## config.mk

```make
export PLATFORM = sky130hd
export DESIGN_NAME = greedy_word_wrap
export DESIGN_NICKNAME = d
export VERILOG_FILES = /design/src/gww_pkg.sv /design/src/greedy_word_wrap.sv /design/src/gww_ctrl.sv /design/src/gww_dp.sv
export VERILOG_INCLUDE_DIRS = /design/src /design/src/src
export SDC_FILE = /design/constraint.sdc
export NUM_CORES = 1
export LEC_CHECK = 0
export ABC_AREA = 1
export BUFFER_PORTS_ARGS = -buffer_cell sky130_fd_sc_hd__buf_2
export CORE_MARGIN = 2
export CORE_UTILIZATION = 60
export CTS_CLUSTER_SIZE = 20
export DETAILED_ROUTE_END_ITERATION = 8
export HOLD_SLACK_MARGIN = 0.08
export PLACE_DENSITY = 0.77
export SYNTH_ARGS = -nofsm -noshare
export SYNTH_HDL_FRONTEND = slang
export SYNTH_HIERARCHICAL = 1
export SYNTH_SLANG_ARGS = --single-unit
```

## constraint.sdc

```tcl
create_clock -name clk -period 8.05 [get_ports clk]
set_clock_uncertainty 0.15 [all_clocks]
set_input_delay 0.805 -clock clk [delete_from_list [all_inputs] [get_ports clk]]
set_output_delay 0.805 -clock clk [all_outputs]
set_load 0.1 [all_outputs]
```

## src/greedy_word_wrap_assert.svh

```systemverilog
// Assertion macros used by the greedy word wrap top level.
`ifndef GREEDY_WORD_WRAP_ASSERT_SVH
`define GREEDY_WORD_WRAP_ASSERT_SVH

// Check that cons holds in the same cycle as ante.
`define GWW_ASSERT_SAME(label, clk, rst, ante, cons) \
  label: assert property (@(posedge clk) disable iff (rst) (ante) |-> (cons)) \
    else $error("greedy_word_wrap: same-cycle check failed");

// Check that cons holds in the cycle after ante.
`define GWW_ASSERT_NEXT(label, clk, rst, ante, cons) \
  label: assert property (@(posedge clk) disable iff (rst) (ante) |=> (cons)) \
    else $error("greedy_word_wrap: next-cycle check failed");

`endif

```

## src/gww_pkg.sv

```systemverilog
// Types and constants shared by the greedy word wrap modules.
`timescale 1ns / 1ps
`default_nettype none

package gww_pkg;

  localparam int GLYPH_W = 16;
  localparam int LEN_W   = 6;

  // Configuration register indexes
  localparam logic REG_LINE_WIDTH = 1'b0;
  localparam logic REG_SEPARATOR  = 1'b1;

  localparam logic [LEN_W-1:0]   LINE_WIDTH_RST = 6'd32;
  localparam logic [GLYPH_W-1:0] SEPARATOR_RST  = 16'd32;

  typedef enum logic [2:0] {
    ST_IDLE = 3'b001,
    ST_BUSY = 3'b010,
    ST_WORD = 3'b100
  } state_t;

  // Controller to datapath commands
  typedef struct packed {
    logic accept;     // take the input transaction and plan its results
    logic emit_pre;   // load a break that closes the pending line
    logic emit_sep;   // load the separator glyph
    logic rd_word;    // read the next held glyph from the word buffer
    logic emit_word;  // load the glyph just read
    logic emit_post;  // load the closing break
  } cmd_t;

  // Datapath to controller status
  typedef struct packed {
    logic pre;        // leading break pending
    logic sep;        // separator pending
    logic word;       // word glyphs remain
    logic word_last;  // exactly one word glyph remains
    logic post;       // closing break pending
    logic out_free;   // output register can load this cycle
  } status_t;

endpackage

`default_nettype wire

```

## src/greedy_word_wrap.sv

```systemverilog
// Top level of the streaming greedy word wrap block.
//
//  channel  signals                              payload
//  s        s_tvalid s_tready s_tdata s_tlast    tdata: glyph_code; tlast: end_of_text
//  m        m_tvalid m_tready m_tdata m_tuser    tdata: out_glyph; tuser: is_break;
//           m_tlast                              tlast: last_of_run
//  cfg      cfg_valid cfg_ready cfg_index        index 0: line_width, 1: separator_code
//           cfg_data
//
// An input glyph is taken in the idle state; the busy state then starts on its results,
// or returns to idle when the glyph causes none.
// Each break or separator result is loaded from the busy state; each word glyph is
// first read from the word buffer (a registered read) and then loaded from the word state.
// Reset (rst, synchronous) clears the line and word, width 32, separator 32.
// A stalled output holds the sequencer; cfg_ready is always high.
`timescale 1ns / 1ps
`default_nettype none

`include "greedy_word_wrap_assert.svh"

module greedy_word_wrap #(
  parameter int MAX_LINE = 32
) (
  input  wire logic                        clk,
  input  wire logic                        rst,
  // input stream
  input  wire logic                        s_tvalid,
  output logic                             s_tready,
  input  wire logic [gww_pkg::GLYPH_W-1:0] s_tdata,   // [15:0] glyph_code
  input  wire logic                        s_tlast,
  // output stream
  output logic                             m_tvalid,
  input  wire logic                        m_tready,
  output logic [gww_pkg::GLYPH_W-1:0]      m_tdata,   // [15:0] out_glyph
  output logic                             m_tuser,   // [0] is_break
  output logic                             m_tlast,
  // configuration writes
  input  wire logic                        cfg_valid,
  output logic                             cfg_ready,
  input  wire logic                        cfg_index,
  input  wire logic [gww_pkg::GLYPH_W-1:0] cfg_data
);

  gww_pkg::cmd_t    cmd;
  gww_pkg::status_t st;
  logic [3:0]       loads;
  logic             any_load;
  logic             any_plan;

  gww_ctrl u_ctrl (
    .clk      (clk),
    .rst      (rst),
    .s_tvalid (s_tvalid),
    .s_tready (s_tready),
    .st       (st),
    .cmd      (cmd)
  );

  gww_dp #(
    .MAX_LINE (MAX_LINE)
  ) u_dp (
    .clk       (clk),
    .rst       (rst),
    .cfg_valid (cfg_valid),
    .cfg_ready (cfg_ready),
    .cfg_index (cfg_index),
    .cfg_data  (cfg_data),
    .glyph     (s_tdata),
    .eot       (s_tlast),
    .m_tvalid  (m_tvalid),
    .m_tready  (m_tready),
    .m_tdata   (m_tdata),
    .m_tuser   (m_tuser),
    .m_tlast   (m_tlast),
    .cmd       (cmd),
    .st        (st)
  );

  // Collect output loads and pending plan for the checks
  assign loads    = {cmd.emit_pre, cmd.emit_sep, cmd.emit_word, cmd.emit_post};
  assign any_load = |loads;
  assign any_plan = st.pre | st.sep | st.word | st.post;

  // Ready for a new glyph only with no results of the previous one pending
  `GWW_ASSERT_SAME(a_idle_no_plan, clk, rst, s_tready, !any_plan)
  // At most one output load per cycle
  `GWW_ASSERT_SAME(a_one_load, clk, rst, 1'b1, $onehot0(loads))
  // Never overwrite an output transaction that has not been taken
  `GWW_ASSERT_SAME(a_load_free, clk, rst, any_load, st.out_free)
  // A word read is always followed by a pending glyph load
  `GWW_ASSERT_NEXT(a_read_then_word, clk, rst, cmd.rd_word, st.word)

endmodule

`default_nettype wire

```

## src/gww_ctrl.sv

```systemverilog
// Controller state machine that sequences the results of one glyph.
`timescale 1ns / 1ps
`default_nettype none

module gww_ctrl (
  input  wire logic            clk,
  input  wire logic            rst,
  input  wire logic            s_tvalid,
  output logic                 s_tready,
  input  wire gww_pkg::status_t st,
  output gww_pkg::cmd_t        cmd
);

  gww_pkg::state_t state, state_next;

  // Advance state
  always_ff @(posedge clk) begin
    if (rst) begin
      state <= gww_pkg::ST_IDLE;
    end else begin
      state <= state_next;
    end
  end

  // Pick one action per cycle, waiting while the output is not free: leading break, separator, word, closing break
  always_comb begin
    state_next = state;
    cmd        = '0;
    s_tready   = 1'b0;
    unique case (state)
      gww_pkg::ST_IDLE: begin
        s_tready   = 1'b1;
        cmd.accept = s_tvalid;
        if (s_tvalid) begin
          state_next = gww_pkg::ST_BUSY;
        end
      end
      gww_pkg::ST_BUSY: begin
        if (st.pre) begin
          if (st.out_free) begin
            cmd.emit_pre = 1'b1;
            if (!st.sep && !st.word && !st.post) begin
              state_next = gww_pkg::ST_IDLE;
            end
          end
        end else if (st.sep) begin
          if (st.out_free) begin
            cmd.emit_sep = 1'b1;
            if (!st.word && !st.post) begin
              state_next = gww_pkg::ST_IDLE;
            end
          end
        end else if (st.word) begin
          cmd.rd_word = 1'b1;
          state_next  = gww_pkg::ST_WORD;
        end else if (st.post) begin
          if (st.out_free) begin
            cmd.emit_post = 1'b1;
            state_next    = gww_pkg::ST_IDLE;
          end
        end else begin
          state_next = gww_pkg::ST_IDLE;
        end
      end
      gww_pkg::ST_WORD: begin
        if (st.out_free) begin
          cmd.emit_word = 1'b1;
          if (st.word_last && !st.post) begin
            state_next = gww_pkg::ST_IDLE;
          end else begin
            state_next = gww_pkg::ST_BUSY;
          end
        end
      end
      default: begin
        state_next = gww_pkg::ST_IDLE;
      end
    endcase
  end

endmodule

`default_nettype wire

```

## src/gww_dp.sv

```systemverilog
// Datapath: configuration, word buffer, line bookkeeping and output register.
`timescale 1ns / 1ps
`default_nettype none

module gww_dp #(
  parameter int MAX_LINE = 32
) (
  input  wire logic                          clk,
  input  wire logic                          rst,
  // configuration writes
  input  wire logic                          cfg_valid,
  output logic                               cfg_ready,
  input  wire logic                          cfg_index,
  input  wire logic [gww_pkg::GLYPH_W-1:0]   cfg_data,
  // input payload
  input  wire logic [gww_pkg::GLYPH_W-1:0]   glyph,
  input  wire logic                          eot,
  // output channel
  output logic                               m_tvalid,
  input  wire logic                          m_tready,
  output logic [gww_pkg::GLYPH_W-1:0]        m_tdata,
  output logic                               m_tuser,
  output logic                               m_tlast,
  // control
  input  wire gww_pkg::cmd_t                 cmd,
  output gww_pkg::status_t                   st
);

  localparam int LW  = gww_pkg::LEN_W;
  localparam int GW  = gww_pkg::GLYPH_W;
  localparam int LIM = (MAX_LINE < 32) ? MAX_LINE : 32;
  localparam int AW  = $clog2(MAX_LINE);

  logic [LW-1:0] line_width;
  logic [GW-1:0] separator_code;
  logic [GW-1:0] word_store [MAX_LINE];
  logic [LW-1:0] wl, ll;
  logic          pre, sep, post;
  logic [LW-1:0] rem;
  logic [AW-1:0] rd_idx;
  logic [GW-1:0] rdata;

  logic [LW-1:0] w, wl_c, wl1, ll_base, ll_p;
  logic [LW:0]   need;
  logic          is_glyph, chunk, has_word, p_brk, p_sep;
  logic          load;
  logic [GW-1:0] load_data;
  logic          load_user, load_last;

  assign cfg_ready = 1'b1;

  // Hold configuration registers
  always_ff @(posedge clk) begin
    if (rst) begin
      line_width     <= gww_pkg::LINE_WIDTH_RST;
      separator_code <= gww_pkg::SEPARATOR_RST;
    end else if (cfg_valid) begin
      unique case (cfg_index)
        gww_pkg::REG_LINE_WIDTH: line_width     <= cfg_data[LW-1:0];
        gww_pkg::REG_SEPARATOR:  separator_code <= cfg_data;
        default: ;
      endcase
    end
  end

  // Saturate the width to 1..LIM and plan the results of the input glyph
  always_comb begin
    if (line_width == '0) begin
      w = LW'(1);
    end else if (line_width > LW'(LIM)) begin
      w = LW'(LIM);
    end else begin
      w = line_width;
    end
    wl_c     = (wl > w - LW'(1)) ? w - LW'(1) : wl;
    is_glyph = (glyph != separator_code);
    wl1      = is_glyph ? wl_c + LW'(1) : wl_c;
    chunk    = is_glyph && (wl1 >= w);
    has_word = (wl1 != '0);
    need     = {1'b0, ll} + {1'b0, wl1} + (LW+1)'(1);
    p_brk    = has_word && (ll != '0) && (need > {1'b0, w});
    p_sep    = has_word && (ll != '0) && !p_brk;
    ll_base  = p_brk ? '0 : ll;
    ll_p     = has_word ? ll_base + {{(LW-1){1'b0}}, p_sep} + wl1 : ll;
  end

  // Store non-separator glyphs in the word buffer
  always_ff @(posedge clk) begin
    if (cmd.accept && is_glyph) begin
      word_store[wl_c[AW-1:0]] <= glyph;
    end
  end

  // Read the next held glyph
  always_ff @(posedge clk) begin
    if (cmd.rd_word) begin
      rdata <= word_store[rd_idx];
    end
  end

  // Update line state and the pending result plan
  always_ff @(posedge clk) begin
    if (rst) begin
      wl   <= '0;
      ll   <= '0;
      pre  <= 1'b0;
      sep  <= 1'b0;
      post <= 1'b0;
      rem  <= '0;
    end else begin
      if (cmd.accept) begin
        rd_idx <= '0;
        if (chunk) begin
          pre  <= (ll != '0);
          sep  <= 1'b0;
          rem  <= wl1;
          post <= 1'b1;
          wl   <= '0;
          ll   <= '0;
        end else if (is_glyph && !eot) begin
          pre  <= 1'b0;
          sep  <= 1'b0;
          rem  <= '0;
          post <= 1'b0;
          wl   <= wl1;
        end else begin
          pre  <= p_brk;
          sep  <= p_sep;
          rem  <= wl1;
          post <= eot && (ll_p != '0);
          wl   <= '0;
          ll   <= eot ? '0 : ll_p;
        end
      end
      if (cmd.emit_pre) begin
        pre <= 1'b0;
      end
      if (cmd.emit_sep) begin
        sep <= 1'b0;
      end
      if (cmd.emit_word) begin
        rem    <= rem - LW'(1);
        rd_idx <= rd_idx + AW'(1);
      end
      if (cmd.emit_post) begin
        post <= 1'b0;
      end
    end
  end

  // Select the item to load into the output register
  always_comb begin
    load      = cmd.emit_pre | cmd.emit_sep | cmd.emit_word | cmd.emit_post;
    load_data = '0;
    load_user = 1'b0;
    load_last = 1'b0;
    if (cmd.emit_pre) begin
      load_user = 1'b1;
      load_last = !sep && (rem == '0) && !post;
    end else if (cmd.emit_sep) begin
      load_data = separator_code;
      load_last = (rem == '0) && !post;
    end else if (cmd.emit_word) begin
      load_data = rdata;
      load_last = (rem == LW'(1)) && !post;
    end else if (cmd.emit_post) begin
      load_user = 1'b1;
      load_last = 1'b1;
    end
  end

  // Hold the output transaction until taken
  always_ff @(posedge clk) begin
    if (rst) begin
      m_tvalid <= 1'b0;
    end else if (load) begin
      m_tvalid <= 1'b1;
    end else if (m_tready) begin
      m_tvalid <= 1'b0;
    end
  end

  always_ff @(posedge clk) begin
    if (load) begin
      m_tdata <= load_data;
      m_tuser <= load_user;
      m_tlast <= load_last;
    end
  end

  assign st.pre       = pre;
  assign st.sep       = sep;
  assign st.word      = (rem != '0);
  assign st.word_last = (rem == LW'(1));
  assign st.post      = post;
  assign st.out_free  = !m_tvalid || m_tready;

endmodule

`default_nettype wire

```

Yosys cells after proc, flatten, opt, wreduce, memory -nomap -nowiden

Memories as Yosys holds them, arrays and structs flattened. A register that Yosys moved wholly into a read port is not among the register bits.
Index checks and enable logic that the tools add are counted.

Add/subtract/negate cells: 8
$lt $le $gt $ge: 4
Equality and inequality tests: 13
Muxes and demuxes: 63
Bitwise gates (word level): 5
Reductions and logical operators: 37

Operators with widths:

| kind                                                  | number |
|---|---|
| 2-to-1 mux 6 bit                                      | 15 |
| 2-to-1 mux 3 bit                                      | 12 |
| 2-to-1 mux 16 bit                                     | 2 |
| 2-to-1 mux 1 bit                                      | 29 |
| nonzero test 6 bit                                    | 4 |
| inequality test 16 bit                                | 1 |
| logical AND 1 bit                                     | 14 |
| logical NOT 6 bit                                     | 2 |
| subtractor 6 x 1 -> 6 bit (second input constant)     | 2 |
| 2-to-1 mux 5 bit                                      | 2 |
| inequality test 3 bit (second input constant)         | 3 |
| case mux 3 bit (3 select lines)                       | 1 |
| AND reduction 2 bit                                   | 4 |
| adder 6 x 6 -> 7 bit                                  | 1 |
| adder 7 x 1 -> 7 bit (second input constant)          | 1 |
| greater-than comparator 7 x 6 -> 1 bit                | 1 |
| AND reduction 7 bit                                   | 1 |
| adder 6 x 1 -> 6 bit                                  | 1 |
| adder 6 x 1 -> 6 bit (second input constant)          | 1 |
| adder 6 bit                                           | 1 |
| equality test 6 x 1 -> 1 bit (second input constant)  | 1 |
| >= comparator 6 bit                                   | 1 |
| greater-than comparator 6 bit                         | 1 |
| greater-than comparator 6 bit (second input constant) | 1 |
| 15 further kinds                                      | 28 |

Bits in registers: 70
RAM bits: 512
Output and inout bits: 21
Word-level logic and storage cells: 145
Memories kept: 1

Memories:

| memory          | words | width | rd ports | clocked after Yosys merged registers in | wr ports | RTL line     | source |
|---|---|---|---|---|---|---|---|
| u_dp.word_store | 32    | 16    | 1        | 1                                       | 1        | gww_dp.sv:36 | `logic [GW-1:0] word_store [MAX_LINE];` |

Logic depth before layout (Yosys ltp)

Gate-level depths: netlist of the first run.

Word-level depth: 21
Gate-level depth with buffers: 51
Depth with buffers taken out: 51

Cells and area by module

The synthesis of the first run kept the hierarchy.

By module, submodules not included:

| module   | instances | cells each | area each (sq um) |
|---|---|---|---|
| gww_dp   | 1         | 2100       | 24927.7 |
| gww_ctrl | 1         | 60         | 324.1 |

Worst setup path after synthesis of the first run

No wires, ideal clock.

Path type: register to register
From: register u_dp.line_width[2]
To: register u_dp.post
Setup time: 66 ps
Arrival: 5721 ps
Path slack: 2113 ps
Stages on the path, launching flop included: 45
Cells stage by stage: dfxtp_1 nor2_2 nand3_2 nand2_2 inv_1 ha_1 ha_1 inv_1 o21bai_1 nand4_1 nand3_4 nand2_4 nand2_2 nand2_1 nand2_1 nand2_1 inv_1 ha_1 [... 9 more ...] o32ai_1 nand2_1 nor2_1 inv_1 fa_1 inv_1 fa_1 a21oi_1 o21ai_0 xor2_1 nand2_1 nand2_1 inv_1 nand2_1 nor2_1 nand2_1 nand2_1 a21oi_2

Cells in the longest elaborated chain, start to end: 21

RTL lines:

| item                          | RTL line      | source |
|---|---|---|
| from (decl)                   | gww_dp.sv:34  | `logic [LW-1:0] line_width;` |
| from (signal assigned)        | gww_dp.sv:55  | `line_width <= gww_pkg::LINE_WIDTH_RST;` |
| from (signal assigned)        | gww_dp.sv:59  | `gww_pkg::REG_LINE_WIDTH: line_width <= cfg_data[LW-1:0];` |
| greater-than comparator 6 bit | gww_dp.sv:70  | `end else if (line_width > LW'(LIM)) begin` |
| 2-to-1 mux 6 bit              | gww_dp.sv:70  |  |
| 2-to-1 mux 6 bit *            | gww_dp.sv:68  | `if (line_width == '0) begin` |
| subtractor 6 x 1 -> 6 bit     | gww_dp.sv:75  | `wl_c = (wl > w - LW'(1)) ? w - LW'(1) : wl;` |
| greater-than comparator 6 bit | gww_dp.sv:75  |  |
| 2-to-1 mux 6 bit              | gww_dp.sv:75  |  |
| adder 6 x 1 -> 6 bit          | gww_dp.sv:77  | `wl1 = is_glyph ? wl_c + LW'(1) : wl_c;` |
| 2-to-1 mux 6 bit              | gww_dp.sv:77  |  |
| [... 5 more ...]              | n/a           |  |
| logical AND 1 bit             | gww_dp.sv:82  | `p_sep = has_word && (ll != '0) && !p_brk;` |
| adder 6 x 1 -> 6 bit          | gww_dp.sv:84  | `ll_p = has_word ? ll_base + {{(LW-1){1'b0}}, p_sep} + wl1 : ll;` |
| adder 6 bit                   | gww_dp.sv:84  |  |
| 2-to-1 mux 6 bit              | gww_dp.sv:84  |  |
| nonzero test 6 bit            | gww_dp.sv:130 | `post <= eot && (ll_p != '0);` |
| logical AND 1 bit             | gww_dp.sv:130 |  |
| 2-to-1 mux 1 bit              | gww_dp.sv:120 | `end else if (is_glyph && !eot) begin` |
| 2-to-1 mux 1 bit *            | gww_dp.sv:113 | `if (chunk) begin` |
| to (signal assigned)          | gww_dp.sv:130 |  |
| to (decl)                     | gww_dp.sv:38  | `logic pre, sep, post;` |

Mark *: on every way between the ends. The rest lies on a longest branch, timed or not.
A chain may end at the register's enable or synchronous reset.

Final worst setup path of the first run

From: register u_dp.line_width[5]
To: register u_dp.post

The elaborated chain is that of the path after synthesis.

==> metrics, run 1 <==
mean instance size in the synthesized netlist ~12 um2; layout-stage area growth over the synthesis result 11.0%; number of distinct standard cells referenced by the synthesized netlist 47; max-capacitance violation count 0; register bit total from synthesis 598; number of hold-repair buffers added at the cts stage 0; startpoint type of the worst setup path register; leakage power 0.00970 uW; required time reported for the critical path endpoint 8.44 ns; CP Data Arrival Time 7.22 ns; outcome finished clean; weighted congestion at the end of routability-driven global placement 0.920; kind of end point of the critical path register; part of the cycle the worst path needs between 80% and 90%; CTS tree yes; Post-CTS Setup Inserts 0; detail-routed via count per cell 6.40; total of buffers placed on input and output ports 58; root buffer selected by CTS clkbuf_16; Top FF cell, synth edfxtp_1; number of DRC markers in iteration 0 about 2800; largest incremental delay on the critical path ~0.44 ns; number of DRC violations after detailed routing 0; CP max stage cell fa_1; routed length per instance 23.9 um; worst-margin pin slew 1.34 ns; total inserted antenna cells 0; Async SR Flop Fraction 0%; post-placement cell area roughly 26000 um2; Synth Cell Area 25300 um2; maximum buffer depth of the clock tree 3; HPWL reported at the end of detailed placement between 30 and 40 mm; count of flip-flops with a built-in enable after synthesis 551; setup tns final 0 ns; initial core utilization 60.5%; Layout Cells excl Fill 2800; Worst Path Max Fanout 8; Final Cell Area 28000 um2; number of ports placed on the die boundary 60; largest net degree at the start of global routing just over 200; critical path class reg2reg; number of pins with negative max-slew slack in the final report 0; Skew-Pair Late Insertion Delay about 0.62 ns; sequential-to-total area share from yosys stat 69.2%; hold slack 0.303 ns; combined flip-flop and latch cell area 17500 um2; remaining number of nets flagged by the antenna check after routing 0; Placed Cells incl. Taps 2692; CP most frequent cell nand2_1; overflow left after global routing 0; area of the die 43700 um2; number of instances in the synthesized netlist 2160; first-pass GRT wire length 99.7 mm; setup repair after global routing missed its margin false; Achievable Freq 146 MHz; core area 41800 um2; Filler cells 2901; max-slew headroom at the worst pin 10.1%; areal power density over the cells 241 nW/um2; worst voltage drop across the vdd grid 0.206 mV; setup violation total in the final timing report 0; class of the worst hold path in2reg; Die Span X around 210 um; cts repair resizes 0; count of synthesis-stage warnings from yosys 6; Num CTS Buffers 58; number of H-tree branching levels 2; GRT Util Overall 30.6%; Final nets ~2300; total vias in the final route about 18000; Multi-input gate area 6890 um2; Sinks on Clock Net 598; standard-cell rows 75; total length of routed wires 67.0 mm; Period minus WS final 6.83 ns; initial antenna violation count 0; number of failing hold endpoints at the final stage 0; first-pass detailed-route iteration total 6; share of post-route cells with drive strength above 1 11.5%; number of global-route vias before repair 16855; post-CTS clock slew at the launch and capture registers of the worst setup and hold paths 0.06 ns; Die Y-Extent 209 um
metal layers:
| layer | track usage (%) | part of all wire (%) | vias up |
|---|---|---|---|
| met5 | 0 | 0 | - |
| met4 | 12.2 | 3.8 | 0 |
| met3 | 6.96 | 12 | 182 |
| met2 | 48.3 | 46 | 1180 |
| met1 | 41.7 | 38 | 8653 |
| li1 | - | - | 7896 |
per-stage QoR:
step / setup slack [ns] / power (uW) / util [%]
after floorplan: 2.11 / 3930 / -
after global placement: 1.48 / 4120 / 62.7
after detailed placement: 1.29 / 4140 / 62.7
after CTS: 1.30 / 6750 / 67.1
after global routing: 0.551 / 6940 / 67.1
final: 1.22 / 6750 / 67.1
path summary, 6_finish.rpt:
| kind | startpoint | to | slack, ns | cells past startpoint |
|---|---|---|---|---|
| max | u_dp/line_width[5] | u_dp/post | 1.22 | 46 |
| min | cfg_data[5] | u_dp/separator_code[5] | 0.30 | 3 |
| max reg2reg | u_dp/line_width[5] | u_dp/post | 1.22 | 46 |
| min reg2reg | u_dp/wl[0] | u_dp/wl[0] | 0.35 | 2 |
cell usage after synthesis (6+ instances only):
library cell    n  area [um2]
edfxtp_1      551       16500
clkbuf_1      110         413
inv_1          97         364
a21oi_1        50         250
dfxtp_1        47         941
o221ai_1       50         438
nand3_1        83         415
xor2_1         12         105
xnor2_1        14         123
nand4_1        23         144
o211ai_1       17         128
o22ai_1        78         488
ha_1           31         388
o21ai_0       304        1520
nand2_2        20         125
buf_1           6        22.5
inv_2          10        37.5
nand2_1       230         863
nor2_1        363        1360
layout make-up:
class / count / area share, %
multi-input combinational: 1332 / 24.6
clock buffer: 78 / 5.59
tap: 539 / 2.41
timing repair buffer: 112 / 2.53
clock inverter: 30 / 1.04
sequential: 598 / 62.4
inverter: 111 / 1.51
worst max-delay path, delay by kind of cell, from the launching register on:
kind                       cells  cell delay [ns]
DFF                            1             0.39
AOI/OAI and AO/OA              7             0.85
adders and majority gates      7             2.03
and+or+nand+nor               20             1.97
buffers and inverters          9             0.79
xor gates and xnor gates       3             0.59
layout by cell type (no fill, tap or decap), types with 5 or more instances in the layout:
cell        instances
ha_1               31
nand4_1            23
nand3_2             5
edfxtp_1          551
clkbuf_16          59
o221ai_1           50
nor2_2              6
clkinv_1            7
inv_2              11
xnor2_1            14
clkinv_2           15
o21ai_0           304
bufinv_16           5
o211ai_1           17
a21oi_1            50
clkinvlp_4          5
clkbuf_1           17
o22ai_1            78
nand3_1            83
buf_4              53
nand2_1           230
nand2_2            20
inv_1              95
a31oi_1             5
dfxtp_1            47
nor2_1            362
buf_2              58
xor2_1             12
flip-flops by register name (all words and copies together) (netlist names):
name                 count
u_ctrl/state             3
u_dp/line_width          6
u_dp/ll                  6
u_dp/m_tdata            16
u_dp/m_tlast             1
u_dp/m_tuser             1
u_dp/m_tvalid            1
u_dp/post                1
u_dp/pre                 1
u_dp/rd_idx              5
u_dp/rdata              16
u_dp/rem                 6
u_dp/sep                 1
u_dp/separator_code     16
u_dp/wl                  6
u_dp/word_store        512
cell families (layout without fill, tap and decap cells):
logic type	count (synthesis)	in the layout	share of synthesized area [%]
XOR/XNOR	26	26	0.902
AO/OA/AOI/OAI	516	516	11.7
AND/OR/NAND/NOR	754	754	12.9
other	1	2	0.0149
flip-flops	598	598	69.2
adder cells (fa/ha/maj)	34	34	1.77
buffers and inverters	231	331	3.49
power breakdown:
group	internal, uW	switching (uW)
sequential	3440	33.6
clock	1530	1130
combinational	158	463
Note: power is estimated with default switching activity, not from simulation.
==> run 2, diff against run 1 <==
--- a/config.mk
+++ b/config.mk
@@ -6,7 +6,7 @@
 export SDC_FILE = /design/constraint.sdc
 export NUM_CORES = 1
 export LEC_CHECK = 0
-export ABC_AREA = 1
+export ABC_AREA = 0
 export BUFFER_PORTS_ARGS = -buffer_cell sky130_fd_sc_hd__buf_2
 export CORE_MARGIN = 2
 export CORE_UTILIZATION = 60
==> constraint.sdc (replaced) <==
create_clock -name clk -period 6.7 [get_ports clk]
set_clock_uncertainty 0.15 [all_clocks]
set_input_delay 0.67 -clock clk [delete_from_list [all_inputs] [get_ports clk]]
set_output_delay 0.67 -clock clk [all_outputs]
set_load 0.1 [all_outputs]
==> metrics, run 2 <==
outcome finished with violations; violated checks setup timing; maximum buffer depth of the clock tree 3 (unchanged); weighted congestion at the end of routability-driven global placement 0.870 (-5.4%); switching part of the total power 22.1% (-2.0 points); largest net degree at the start of global routing 131 (-36%); Critical Path Source u_dp/line_width[2]; total of buffers placed on input and output ports 58 (unchanged); CP most frequent cell o21ai_2; WP buf/inv 3 (-6); number of global-route vias before repair 13575 (-19%); detail-routed via count per cell 6.53 (+2.1%); number of instances in the synthesized netlist 1339 (-38%); switching power total 1750 uW (+7.3%); startpoint type of the worst setup path register; Die Y-Extent 207 um (-0.93%); max-slew headroom at the worst pin 15.1% (+5.0 points); post-CTS clock slew at the launch and capture registers of the worst setup and hold paths 0.06 ns (about the same); class of the worst hold path in2reg; combined flip-flop and latch cell area 17500 um2 (about the same); initial core utilization 60.7% (+0.21 points); worst r2r path cells 36 (-22%); required time reported for the critical path endpoint 7.10 ns (-1.34 ns); sequential-to-total area share from yosys stat 70.6% (+1.3 points); GRT Util Overall 28.0% (-2.6 points); top cells by area, synth edfxtp_1, mux4_2, dfxtp_1; CP top delay family compound AO/OA/AOI/OAI gates; setup violation total in the final timing report 2 (+2); Placed Cells incl. Taps 1957 (-27%); startpoint of the most critical register-to-register path u_dp/line_width[2]; number of H-tree branching levels 2 (unchanged); Hold Path Sink u_dp/line_width[5]; total vias in the final route 13596 (-24%); number of pins with negative max-slew slack in the final report 0 (unchanged); Layout Cells excl Fill 2081 (-26%); most frequent standard cell in the layout excluding fill and tap cells edfxtp_1; Sinks on Clock Net 598 (unchanged); CP max stage cell fa_2; setup repair after global routing missed its margin true; Skew-Pair Late Insertion Delay 0.63 ns (about the same); initial antenna violation count 5 (+5); hold wc startpoint cfg_data[5]; layout-stage area growth over the synthesis result 15.5%; count of flip-flops with a built-in enable after synthesis 551 (unchanged); max reg flops 512 (unchanged); number of ports placed on the die boundary 60 (unchanged); fraction of post-synthesis cell area in the top cell type by area 66.8% (+1.3 points); number of cells traversed by the worst hold path 2 (-1); total internal power 6160 uW (+20%); Worst Path Max Fanout 5 (-3); number of failing hold endpoints at the final stage 0 (unchanged); number of distinct standard cells referenced by the synthesized netlist 72 (+53%); Achievable Freq 145 MHz (-1.0%); smallest setup slack after layout -0.204 ns (-1.42 ns); Final nets 1571 (-31%); number of DRC violations after detailed routing 0 (unchanged); Worst R2R Setup Slack -0.20 ns (-1.42 ns); Multi-input gate area 7370 um2 (+7.0%); portion of total power attributed to combinational logic 7.5% (-1.7 points); most numerous cell in the Yosys netlist edfxtp_1; share of post-route cells with drive strength above 1 34.6% (+23 points); FF-to-FF End u_dp/post; part of the cycle the worst path needs 103% (+18 points); root buffer selected by CTS clkbuf_16; worst-margin pin slew 1.27 ns (-0.0708 ns); Util after Layout 70.1% (+2.9 points); Async SR Flop Fraction 0% (unchanged); max-capacitance violation count 0 (unchanged); areal power density over the cells 276 nW/um2 (+15%); total design power 7910 uW (+17%); mean instance size in the synthesized netlist 18.5 um2 (+58%); area of the die 42900 um2 (-1.8%); most frequent cells in the layout edfxtp_1, mux4_2, buf_4; Period minus WS final 6.90 ns (+0.0725 ns); first-pass detailed-route iteration total 7 (+1); kind of end point of the critical path register; overflow left after global routing 0 (unchanged); largest incremental delay on the critical path 0.39 ns (-0.05 ns); total length of routed wires 59.4 mm (-11%); leakage power 0.00945 uW (-2.5%); Filler cells 2438 (-16%); count of synthesis-stage warnings from yosys 6 (unchanged); cell type with the largest total area after synthesis edfxtp_1; CTS tree yes; CP Data Arrival Time 7.30 ns (+0.08 ns); remaining number of nets flagged by the antenna check after routing 0 (unchanged); number of DRC markers in iteration 0 1645 (-40%); critical path class reg2reg; register bit total from synthesis 598 (unchanged); routed length per instance 28.6 um (+19%); part of the total power dissipated in sequential elements 52.5% (+1.1 points); Num CTS Buffers 57 (-1.7%); standard-cell rows 74 (-1.3%); Top FF cell, synth edfxtp_1; top post-synthesis cells by count edfxtp_1, mux4_2, nor2_1, nand2_1, clkbuf_1; Synth Cell Area 24800 um2 (-1.9%); HPWL reported at the end of detailed placement 34.9 mm (-8.5%); worst voltage drop across the vdd grid 0.283 mV (+37%); first-pass GRT wire length 88.0 mm (-12%); number of hold-repair buffers added at the cts stage 0 (unchanged); Clock power frac 40.0% (+0.6 points); Die Span X 207 um (-0.93%); core area 40800 um2 (-2.2%)
==> run 2: cell type report <==
cell class,instances,share of cell area (%)
flip-flops and latches,598,61.1
clock inverters,32,1.06
well taps,532,2.33
inverters,22,0.297
diodes,2,0.0175
repair buffers,167,4.05
multi-input cells,652,25.8
clock buffers,76,5.34
==> run 2: worst max-delay path by stage <==
| stage | to | slack, ns | cells after the start |
|---|---|---|---|
| after floorplan | u_dp/post | -0.18 | 34 |
| after global placement | u_dp/post | -0.007 | 34 |
| after detailed placement | u_dp/post | -0.22 | 34 |
| after CTS | u_dp/post | -0.06 | 35 |
| after global routing | u_dp/post | -0.50 | 35 |
| final | u_dp/post | -0.20 | 36 |
==> run 2: what timing repair did <==
item | CTS | global route
endpoints found under the setup margin | 2 | 4
buffers inserted | 6 | 9
gates resized for setup | 17 | 28
gates cloned | 0 | 0
pin swaps | 18 | 39
==> run 2: layer usage <==
metal	track usage [%]	wire, um
met2	43.8	28700
met4	8.79	1770
met5	0	13
met1	40.9	23200
met3	5.33	5710
==> run 2: kinds of logic after synthesis <==
| group | count (synthesis) | synth area share [%] |
|---|---|---|
| other | 1 | 0.0151 |
| adder cells (fa/ha/maj) | 35 | 1.85 |
| AND/OR/NAND/NOR | 255 | 5.25 |
| buffers and inverters | 90 | 1.42 |
| AO/OA/AOI/OAI | 139 | 3.93 |
| flip-flops | 598 | 70.6 |
| XOR/XNOR | 33 | 1.17 |
| multiplexers | 188 | 15.8 |
==> run 2: per-stage QoR <==
step / TNS [ns] / area (um2) / setup slack, ns / hold slack, ns
after global placement: -0.00656 / 26500 / -0.00656 / 0.331
after global routing: -1.07 / 28600 / -0.504 / 0.127
after CTS: -0.0783 / 28400 / -0.0588 / 0.111
after floorplan: -0.313 / 24900 / -0.180 / 0.311
final: -0.378 / 28600 / -0.204 / 0.127
after detailed placement: -0.396 / 26500 / -0.223 / 0.333
==> run 2: power by group through the flow <==
stage	registers, uW	clock network, uW	logic, uW
floorplan	4240	0	353
global placement	4220	0	561
detailed placement	4230	0	574
CTS	4150	3190	586
global route	4150	3330	632
finish	4150	3160	596
